File: config.mk
export PLATFORM = sky130hd
export DESIGN_NAME = duty_command_packet_framer
export DESIGN_NICKNAME = d
export VERILOG_FILES = /design/src/rtl/core/dcpf_pkg.sv /design/src/rtl/core/duty_command_packet_framer.sv
export SDC_FILE = /design/constraint.sdc
export NUM_CORES = 1
export LEC_CHECK = 0
export ABC_CLOCK_PERIOD_IN_PS = 9400
export BUFFER_PORTS_ARGS = -buffer_cell sky130_fd_sc_hd__clkbuf_2
export CAP_MARGIN = 20
export CORE_UTILIZATION = 48
export CTS_CLUSTER_DIAMETER = 200
export DETAILED_ROUTE_END_ITERATION = 6
export GPL_TIMING_DRIVEN = 0
export PLACE_DENSITY = 0.68
export SYNTH_ARGS = -nofsm -noshare
export SYNTH_HDL_FRONTEND = slang
export SYNTH_SLANG_ARGS = --single-unit
export TNS_END_PERCENT = 50
File: constraint.sdc
create_clock -name i_clk -period 9.4 [get_ports i_clk]
set_input_delay 2.82 -clock i_clk [delete_from_list [all_inputs] [get_ports i_clk]]
set_output_delay 2.82 -clock i_clk [all_outputs]
set_load 0.02 [all_outputs]
File: src/rtl/core/dcpf_pkg.sv
// ---------------------------------------------------------------------------
// dcpf_pkg
// Shared constants, types and CRC helpers for the duty command packet framer.
// ---------------------------------------------------------------------------
package dcpf_pkg;

    localparam int IN_W    = 21;
    localparam int DUTY_W  = 18;
    localparam int WORD_W  = 32;
    localparam int BYTE_W  = 8;
    localparam int CRC_W   = 16;
    localparam int CFG_W   = 8;
    localparam int IDX_W   = 2;
    localparam int POS_W   = 5;
    localparam int FRAME_W = 176;

    localparam logic signed [IN_W-1:0]   IN_POS_FULL   = 21'sd100000;
    localparam logic signed [IN_W-1:0]   IN_NEG_FULL   = -21'sd100000;
    localparam logic signed [DUTY_W-1:0] DUTY_POS_FULL = 18'sd100000;
    localparam logic signed [DUTY_W-1:0] DUTY_NEG_FULL = -18'sd100000;

    localparam logic [BYTE_W-1:0] FRAME_START = 8'h02;
    localparam logic [BYTE_W-1:0] FRAME_END   = 8'h03;
    localparam logic [BYTE_W-1:0] OP_SET_DUTY = 8'd5;
    localparam logic [BYTE_W-1:0] OP_FORWARD  = 8'd34;
    localparam logic [BYTE_W-1:0] LEN_SINGLE  = 8'd5;
    localparam logic [BYTE_W-1:0] LEN_FORWARD = 8'd7;

    localparam logic [CRC_W-1:0] CRC_POLY = 16'h1021;
    localparam logic [CRC_W-1:0] CRC_TOP  = 16'h8000;

    localparam logic [POS_W-1:0] POS_LAST_SINGLE = 5'd9;
    localparam logic [POS_W-1:0] POS_LAST_DUAL   = 5'd21;
    localparam logic [POS_W-1:0] POS_SECOND      = 5'd10;

    localparam logic [IDX_W-1:0] CFG_DUAL_ENABLE   = 2'd0;
    localparam logic [IDX_W-1:0] CFG_SECOND_BUS_ID = 2'd1;
    localparam logic [IDX_W-1:0] CFG_INVERT_SECOND = 2'd2;

    localparam logic [BYTE_W-1:0] BUS_ID_RESET = 8'd25;

    typedef struct packed {
        logic              dual;
        logic              invert;
        logic [BYTE_W-1:0] bus_id;
    } t_cfg;

    function automatic logic signed [DUTY_W-1:0] sat_duty(
        input logic signed [IN_W-1:0] d
    );
        logic signed [DUTY_W-1:0] r;
        if (d > IN_POS_FULL) begin
            r = DUTY_POS_FULL;
        end else if (d < IN_NEG_FULL) begin
            r = DUTY_NEG_FULL;
        end else begin
            r = d[DUTY_W-1:0];
        end
        return r;
    endfunction

    function automatic logic [WORD_W-1:0] duty_word(input logic signed [DUTY_W-1:0] d);
        return {{(WORD_W-DUTY_W){d[DUTY_W-1]}}, d};
    endfunction

    function automatic logic [CRC_W-1:0] crc_byte(
        input logic [CRC_W-1:0]  crc,
        input logic [BYTE_W-1:0] b
    );
        logic [CRC_W-1:0] c;
        c = crc ^ {b, 8'h00};
        for (int k = 0; k < BYTE_W; k++) begin
            if ((c & CRC_TOP) != '0) begin
                c = {c[CRC_W-2:0], 1'b0} ^ CRC_POLY;
            end else begin
                c = {c[CRC_W-2:0], 1'b0};
            end
        end
        return c;
    endfunction

endpackage

File: src/rtl/core/duty_command_packet_framer.sv
// ---------------------------------------------------------------------------
// duty_command_packet_framer
// Saturates a duty command and streams one or two CRC16 framed packets.
// ---------------------------------------------------------------------------
//  channel | signals                                      | direction
//  --------+----------------------------------------------+----------
//  in      | i_valid, o_ready, i_duty_scaled              | sink
//  out     | o_valid, i_ready, o_out_byte, o_packet_index, | source
//          | o_last                                       |
//  cfg     | i_cfg_we, i_cfg_idx, i_cfg_data              | write only
//
//  Five register stages: saturate, negate, CRC first half, CRC second half,
//  byte serializer, then the output register. The serializer sends one
//  byte per cycle while the output is not stalled. A word gives 10 bytes
//  (single) or 22 bytes (dual); the next word loads as the last byte goes.
//  Reset clears all valid bits and loads the register defaults.
//  An output stall backs up the full stages; nothing is dropped or repeated.
// ---------------------------------------------------------------------------
module duty_command_packet_framer
    import dcpf_pkg::*;
(
    input  logic                     i_clk,
    input  logic                     i_rst_n,
    input  logic                     i_valid,
    output logic                     o_ready,
    input  logic signed [IN_W-1:0]   i_duty_scaled,
    output logic                     o_valid,
    input  logic                     i_ready,
    output logic [BYTE_W-1:0]        o_out_byte,
    output logic                     o_packet_index,
    output logic                     o_last,
    input  logic                     i_cfg_we,
    input  logic [IDX_W-1:0]         i_cfg_idx,
    input  logic [CFG_W-1:0]         i_cfg_data
);

    t_cfg r_cfg;

    logic                     r_s1_valid;
    t_cfg                     r_s1_cfg;
    logic signed [DUTY_W-1:0] r_s1_duty;

    logic                     r_s2_valid;
    t_cfg                     r_s2_cfg;
    logic [WORD_W-1:0]        r_s2_wa;
    logic [WORD_W-1:0]        r_s2_wb;

    logic                     r_s3_valid;
    t_cfg                     r_s3_cfg;
    logic [WORD_W-1:0]        r_s3_wa;
    logic [WORD_W-1:0]        r_s3_wb;
    logic [CRC_W-1:0]         r_s3_crca;
    logic [CRC_W-1:0]         r_s3_crcb;

    logic                     r_s4_valid;
    logic                     r_s4_dual;
    logic [FRAME_W-1:0]       r_s4_frame;

    logic                     r_s5_valid;
    logic                     r_s5_dual;
    logic [POS_W-1:0]         r_s5_pos;
    logic [FRAME_W-1:0]       r_s5_sh;

    logic                     r_o_valid;
    logic [BYTE_W-1:0]        r_o_byte;
    logic                     r_o_pkt;
    logic                     r_o_last;

    logic o_free, s5_last, s5_send;
    logic s4_ready, s3_ready, s2_ready, s1_ready;
    logic [CRC_W-1:0] n_crca, n_crcb, n_crca_part, n_crcb_part;

    assign o_free   = !r_o_valid || i_ready;
    assign s5_last  = r_s5_pos == (r_s5_dual ? POS_LAST_DUAL : POS_LAST_SINGLE);
    assign s5_send  = r_s5_valid && o_free;
    assign s4_ready = !r_s5_valid || (o_free && s5_last);
    assign s3_ready = !r_s4_valid || s4_ready;
    assign s2_ready = !r_s3_valid || s3_ready;
    assign s1_ready = !r_s2_valid || s2_ready;
    assign o_ready  = !r_s1_valid || s1_ready;

    always_comb begin
        n_crca_part = crc_byte(crc_byte(crc_byte('0, OP_SET_DUTY),
                      r_s2_wa[31:24]), r_s2_wa[23:16]);
        n_crcb_part = crc_byte(crc_byte(crc_byte('0, OP_FORWARD),
                      r_s2_cfg.bus_id), OP_SET_DUTY);
        n_crca = crc_byte(crc_byte(r_s3_crca, r_s3_wa[15:8]), r_s3_wa[7:0]);
        n_crcb = crc_byte(crc_byte(crc_byte(crc_byte(r_s3_crcb, r_s3_wb[31:24]),
                 r_s3_wb[23:16]), r_s3_wb[15:8]), r_s3_wb[7:0]);
    end

    always_ff @(posedge i_clk) begin
        if (!i_rst_n) begin
            r_cfg.dual   <= 1'b1;
            r_cfg.invert <= 1'b0;
            r_cfg.bus_id <= BUS_ID_RESET;
        end else if (i_cfg_we) begin
            unique case (i_cfg_idx)
                CFG_DUAL_ENABLE:   r_cfg.dual   <= i_cfg_data[0];
                CFG_SECOND_BUS_ID: r_cfg.bus_id <= i_cfg_data;
                CFG_INVERT_SECOND: r_cfg.invert <= i_cfg_data[0];
                default: begin
                end
            endcase
        end
    end

    always_ff @(posedge i_clk) begin
        if (!i_rst_n) begin
            r_s1_valid <= 1'b0;
            r_s2_valid <= 1'b0;
            r_s3_valid <= 1'b0;
            r_s4_valid <= 1'b0;
            r_s5_valid <= 1'b0;
            r_o_valid  <= 1'b0;
        end else begin
            if (o_ready)  r_s1_valid <= i_valid;
            if (s1_ready) r_s2_valid <= r_s1_valid;
            if (s2_ready) r_s3_valid <= r_s2_valid;
            if (s3_ready) r_s4_valid <= r_s3_valid;
            if (s4_ready) r_s5_valid <= r_s4_valid;
            if (o_free)   r_o_valid  <= r_s5_valid;
        end
    end

    always_ff @(posedge i_clk) begin
        if (o_ready && i_valid) begin
            r_s1_cfg  <= r_cfg;
            r_s1_duty <= sat_duty(i_duty_scaled);
        end
        if (s1_ready && r_s1_valid) begin
            r_s2_cfg <= r_s1_cfg;
            r_s2_wa  <= duty_word(r_s1_duty);
            r_s2_wb  <= duty_word(r_s1_cfg.invert ? -r_s1_duty : r_s1_duty);
        end
        if (s2_ready && r_s2_valid) begin
            r_s3_cfg  <= r_s2_cfg;
            r_s3_wa   <= r_s2_wa;
            r_s3_wb   <= r_s2_wb;
            r_s3_crca <= n_crca_part;
            r_s3_crcb <= n_crcb_part;
        end
        if (s3_ready && r_s3_valid) begin
            r_s4_dual  <= r_s3_cfg.dual;
            r_s4_frame <= {FRAME_START, LEN_SINGLE, OP_SET_DUTY, r_s3_wa, n_crca, FRAME_END,
                           FRAME_START, LEN_FORWARD, OP_FORWARD, r_s3_cfg.bus_id,
                           OP_SET_DUTY, r_s3_wb, n_crcb, FRAME_END};
        end
        // load a new frame, or advance one byte
        if (s4_ready && r_s4_valid) begin
            r_s5_dual <= r_s4_dual;
            r_s5_pos  <= '0;
            r_s5_sh   <= r_s4_frame;
        end else if (s5_send) begin
            r_s5_pos  <= r_s5_pos + 1'b1;
            r_s5_sh   <= {r_s5_sh[FRAME_W-BYTE_W-1:0], {BYTE_W{1'b0}}};
        end
        if (s5_send) begin
            r_o_byte <= r_s5_sh[FRAME_W-1 -: BYTE_W];
            r_o_pkt  <= r_s5_pos >= POS_SECOND;
            r_o_last <= s5_last;
        end
    end

    assign o_valid        = r_o_valid;
    assign o_out_byte     = r_o_byte;
    assign o_packet_index = r_o_pkt;
    assign o_last         = r_o_last;

    a_pos_range: assert property (@(posedge i_clk) disable iff (!i_rst_n)
        r_s5_valid |-> r_s5_pos <= (r_s5_dual ? POS_LAST_DUAL : POS_LAST_SINGLE))
        else $error("serializer position past end of frame");

    a_frame_start: assert property (@(posedge i_clk) disable iff (!i_rst_n)
        (r_s5_valid && r_s5_pos == '0) |-> r_s5_sh[FRAME_W-1 -: BYTE_W] == FRAME_START)
        else $error("frame does not open with start byte");

    a_next_after_last: assert property (@(posedge i_clk) disable iff (!i_rst_n)
        (o_valid && i_ready && o_last) |=> (!o_valid || o_out_byte == FRAME_START))
        else $error("word after last is not a start byte");

    a_last_packet: assert property (@(posedge i_clk) disable iff (!i_rst_n)
        (r_s5_valid && s5_last) |-> (r_s5_pos >= POS_SECOND) == r_s5_dual)
        else $error("last byte in wrong packet");

endmodule

# Word-level counts from Yosys, hierarchy flattened

Index checks and enable logic that the tools add are counted.

Latch bits: 0
Bits of input ports: 36
Output and inout port bits: 12
ROM bits: 0
Logic and storage cells: 245
Bits in registers: 443
Memories: 0
RAM bits: 0

Multiplexer cells: 85
Add/subtract/negate cells: 2
$mul: 0
Reduce and logical (&&, ||, !) cells: 25
Div/mod/pow operators: 0
Bitwise gates (word level): 90
Shift operators: 0
Order comparisons: 3
Eq/ne operators: 3

Operators by type and width:

| operator                                                          | number |
|---|---|
| 2-to-1 mux 13 bit                                                 | 80 |
| inverter 3 bit                                                    | 80 |
| 2-to-1 mux 176 bit                                                | 1 |
| 2-to-1 mux 152 bit                                                | 1 |
| XOR 16 bit                                                        | 7 |
| 2-to-1 mux 18 bit                                                 | 2 |
| > comparator 21 x 18 -> 1 bit, second input constant              | 1 |
| less-than comparator 21 x 18 -> 1 bit, second input constant      | 1 |
| negator 18 bit                                                    | 1 |
| logical AND 1 bit                                                 | 7 |
| zero test 1 bit                                                   | 6 |
| logical OR 1 bit                                                  | 6 |
| inverter 6 bit                                                    | 1 |
| AND reduction 2 bit                                               | 3 |
| adder 5 x 1 -> 5 bit, second input constant                       | 1 |
| == test 5 bit                                                     | 1 |
| greater-or-equal comparator 5 x 4 -> 1 bit, second input constant | 1 |
| 2-to-1 mux 5 bit                                                  | 1 |
| inverter 2 bit                                                    | 2 |
| == test 2 x 1 -> 1 bit, second input constant                     | 1 |
| == test 2 bit, second input constant                              | 1 |
| zero test 2 bit                                                   | 1 |
| nonzero test 2 bit                                                | 1 |
| OR reduction 2 bit                                                | 1 |

# Logic depth before layout (Yosys ltp)

Depth in word-level cells: 68
Mapped depth: 11
Gate-level depth less buffers: 9

# Least setup slack after synthesis

Ideal clock, no wire load.

Path kind: in2reg
From: input port i_ready
To: register r_s5_sh[100], enable pin
Slack: 1.863 ns
Buffers on the path: 1
Required time: 8.872 ns
Arrival: 7.010 ns
Stages on the path: 4
Setup time: 0.528 ns
Cells stage by stage: nand2b_1 > and2_1 > clkbuf_1 > a21o_1

Elaborated cells between the ends (all ways): 6
Classes of those cells: 6 x reduce/logical

RTL lines:

| item                         | line                              | text |
|---|---|---|
| from (decl)                  | duty_command_packet_framer.sv:28  | `input logic i_ready,` |
| logical OR 1 bit             | duty_command_packet_framer.sv:73  | `assign o_free = !r_o_valid \|\| i_ready;` |
| logical AND 1 bit            | duty_command_packet_framer.sv:75  | `assign s5_send = r_s5_valid && o_free;` |
| via s5_send                  | duty_command_packet_framer.sv:69  | `logic o_free, s5_last, s5_send;` |
| nonzero test 2 bit (no line) | -                                 |  |
| to (signal assigned)         | duty_command_packet_framer.sv:153 | `r_s5_sh <= r_s4_frame;` |
| to (signal assigned)         | duty_command_packet_framer.sv:156 | `r_s5_sh <= {r_s5_sh[FRAME_W-BYTE_W-1:0], {BYTE_W{1'b0}}};` |
| to (decl)                    | duty_command_packet_framer.sv:62  | `logic [FRAME_W-1:0] r_s5_sh;` |

The timed path passes the listed nets, and every way through them passes these cells.
A chain may end at the register's enable or synchronous reset.

# Worst setup path after layout

From: input port i_ready
To: output port o_ready

Longest elaborated chain between the ends: 7

RTL lines:

| item              | line                             | text |
|---|---|---|
| logical OR 1 bit  | duty_command_packet_framer.sv:73 |  |
| logical AND 1 bit | duty_command_packet_framer.sv:76 | `assign s4_ready = !r_s5_valid \|\| (o_free && s5_last);` |
| logical OR 1 bit  | duty_command_packet_framer.sv:76 |  |
| logical OR 1 bit  | duty_command_packet_framer.sv:77 | `assign s3_ready = !r_s4_valid \|\| s4_ready;` |
| logical OR 1 bit  | duty_command_packet_framer.sv:78 | `assign s2_ready = !r_s3_valid \|\| s3_ready;` |
| logical OR 1 bit  | duty_command_packet_framer.sv:79 | `assign s1_ready = !r_s2_valid \|\| s2_ready;` |
| logical OR 1 bit  | duty_command_packet_framer.sv:80 | `assign o_ready = !r_s1_valid \|\| s1_ready;` |
| to (decl)         | duty_command_packet_framer.sv:25 | `output logic o_ready,` |

Every way passes these cells.

==> impl_metrics.env <==
export IMPL_hold_slack_ps=416
export IMPL_fin_skew_ps=13.3
export IMPL_first_iter_violations=474
export IMPL_synth_enable_flop_cells=391
export IMPL_drive_gt1_frac=0.120
export IMPL_synthArstFlopShare=0
export IMPL_multi_input_area_um2=4020
export IMPL_syn_to_final_growth_pct=13.8
export IMPL_p_leak_uw=0.00672
export IMPL_grt_max_degree=62
export IMPL_combPwrFrac=0.074
export IMPL_clkSinkCount=412
export IMPL_drv_slew=0
export IMPL_cts_buffers=42
export IMPL_h_tree_depth=2
export IMPL_root_buffer="clkbuf_16"
export IMPL_final_antenna_net_count=0
export IMPL_tns_ps=0
export IMPL_clock_tree_buffer_depth=3
export IMPL_die_w_um=186
export IMPL_drc=0
export IMPL_cts_tree="yes"
export IMPL_gp_routability_congestion=0.820
export IMPL_switching_share=0.215
export IMPL_grt_first_pass_wirelength_mm=43.0
export IMPL_p_clk_frac=0.386
export IMPL_seq_power_share=0.540
export IMPL_post_cts_buffers=0
export IMPL_grt_setup_unrepaired="false"
export IMPL_final_common_cell="edfxtp_1"
export IMPL_core_um2=33400
export IMPL_avgSynthCellArea_um2=14.8
export IMPL_worstPathRequired_ps=6580
export IMPL_cp_start_kind="primary input"
export IMPL_final_cell_mix="edfxtp_1 (391), nand2_1 (292), xnor2_1 (121)"
export IMPL_clk_latency_ps=540
export IMPL_setup_viol=0
export IMPL_antennaDiodeCount=0
export IMPL_slew_headroom=0.324
export IMPL_min_period_over_period=0.757
export IMPL_start_util=0.488
export IMPL_hold_buffers=0
export IMPL_power_uw=3960
export IMPL_p_int_uw=3100
export IMPL_ys_ff_latch=412
export IMPL_syn_nets=1145
export IMPL_ff_latch_area_um2=12200
export IMPL_status="finished clean"
export IMPL_path_class="in2out"
export IMPL_dieArea_um2=34700
export IMPL_routedWlPerCell_um=15.9
export IMPL_synth_distinct_cells=45
export IMPL_die_y_um=186
export IMPL_num_vias=8096
export IMPL_period_minus_slack_ps=7120
export IMPL_io_pins=48
export IMPL_overflow=0
export IMPL_synth_area_um2=16300
export IMPL_drv_cap=0
export IMPL_fp_row_count=67
export IMPL_ys_warnings_count=0
export IMPL_first_global_vias=8040
export IMPL_dr_pass1_iters=5
export IMPL_ys_flop_type="edfxtp_1"
export IMPL_globalRouteTotalUtil=0.159
export IMPL_critPathMaxFanout=6
export IMPL_routed_wl_mm=26.7
export IMPL_fmax_mhz=140
export IMPL_fillers=2663
export IMPL_worstMarginPinSlew_ps=1010
export IMPL_ir_drop_uv=122
export IMPL_hold_viol_final=0
export IMPL_finalNetCount=1242
export IMPL_end_kind="primary output"
export IMPL_path_clk_slew_ps=60
export IMPL_vias_per_cell=4.82
export IMPL_port_buffers=47
export IMPL_cp_arrival_ps=4300
export IMPL_dp_hpwl_mm=18.4
export IMPL_cts_resized=0
export IMPL_power_density_nw_per_um2=213
export IMPL_hold_path_class="reg2reg"
export IMPL_switchingPower_uw=851
export IMPL_synthCells=1105
export IMPL_antenna_found_initial=0
export IMPL_ys_seq_area_frac=0.745
[final cells by class]
type,count,share of cell area
Sequential cell,412,0.655
Multi-Input combinational cell,646,0.216
Clock buffer,53,0.0600
Tap cell,448,0.0302
Timing Repair Buffer,53,0.0203
Clock inverter,21,0.00822
Buffer,35,0.00761
Inverter,12,0.00243
[cells by family after synthesis]
family | count (synthesis) | synth area share
muxes | 10 | 0.00613
buffers and inverters | 47 | 0.0114
AOI/OAI and AO/OA | 41 | 0.0176
xor gates and xnor gates | 179 | 0.104
adders and majority gates | 4 | 0.00307
and+or+nand+nor | 412 | 0.112
DFF | 412 | 0.745
[per-layer routing]
layer	part of all wire	up-vias	global-route usage
met3	0.039	47	0.0244
met4	0.025	0	0.0559
li1	-	4028	-
met1	0.44	3867	0.209
met5	0	-	0
met2	0.49	154	0.269
[flip-flops by register name (all words and copies together), names as in the netlist, 16 cells and up]
register / cells
r_s3_wa: 16
r_s3_crcb: 16
r_s5_sh: 169
r_s3_wb: 18
r_s1_duty: 18
r_s2_wb: 18
r_s4_frame: 75
r_s2_wa: 17
[path summary, 6_finish.rpt]
path | cells after the start | startpoint | end | slack, ps
setup / recovery | 7 | i_ready | o_ready | 2280
hold / removal | 0 | r_s2_wb[11] | r_s3_wb[11] | 420
hold reg to reg | 0 | r_s2_wb[11] | r_s3_wb[11] | 420
setup reg to reg | 7 | r_s5_pos[2] | r_s3_crcb[1] | 6110
[cells in the mapped netlist, types with 6 or more instances]
cell type  count  share of area
a21o_1         8         0.0037
inv_1         11         0.0025
edfxtp_1     391           0.72
o31ai_1        6         0.0028
nand2_1      292          0.067
xnor2_1      121          0.065
buf_2          8         0.0025
mux2i_1       10         0.0061
xor2_1        45          0.024
dfxtp_1       21          0.026
nor2_1        11         0.0025
nor2b_1       58          0.022
xor2_2         6         0.0060
and3_1         7         0.0027
or2_2         15         0.0058
clkbuf_1      27         0.0062
and2_1         8         0.0031
[critical path, cell delays in order]
cell	delay (ps)
clkbuf_2	70
nand2b_1	150
nand2_1	80
and3_1	240
and2_0	540
nand3_1	190
clkbuf_2	200
[stage by stage]
stage	area, µm²	cells	setup WS, ps	util
after CTS	18600	1680	2260	0.555
final	18600	1680	2280	0.555
after floorplan	16300	1105	1860	-
after detailed placement	17300	1606	2280	0.517
after global routing	18600	1680	2160	0.555
after global placement	17100	1600	121	0.512
[power groups by stage]
stage / Sequential, µW / Clock [µW] / Combinational, µW
after CTS: 2140 / 1560 / 300
after detailed placement: 2170 / 0 / 299
final: 2130 / 1530 / 294
after global placement: 2180 / 0 / 287
after floorplan: 2170 / 0 / 235
after global routing: 2140 / 1630 / 329
(Power assumes the default switching activity.)
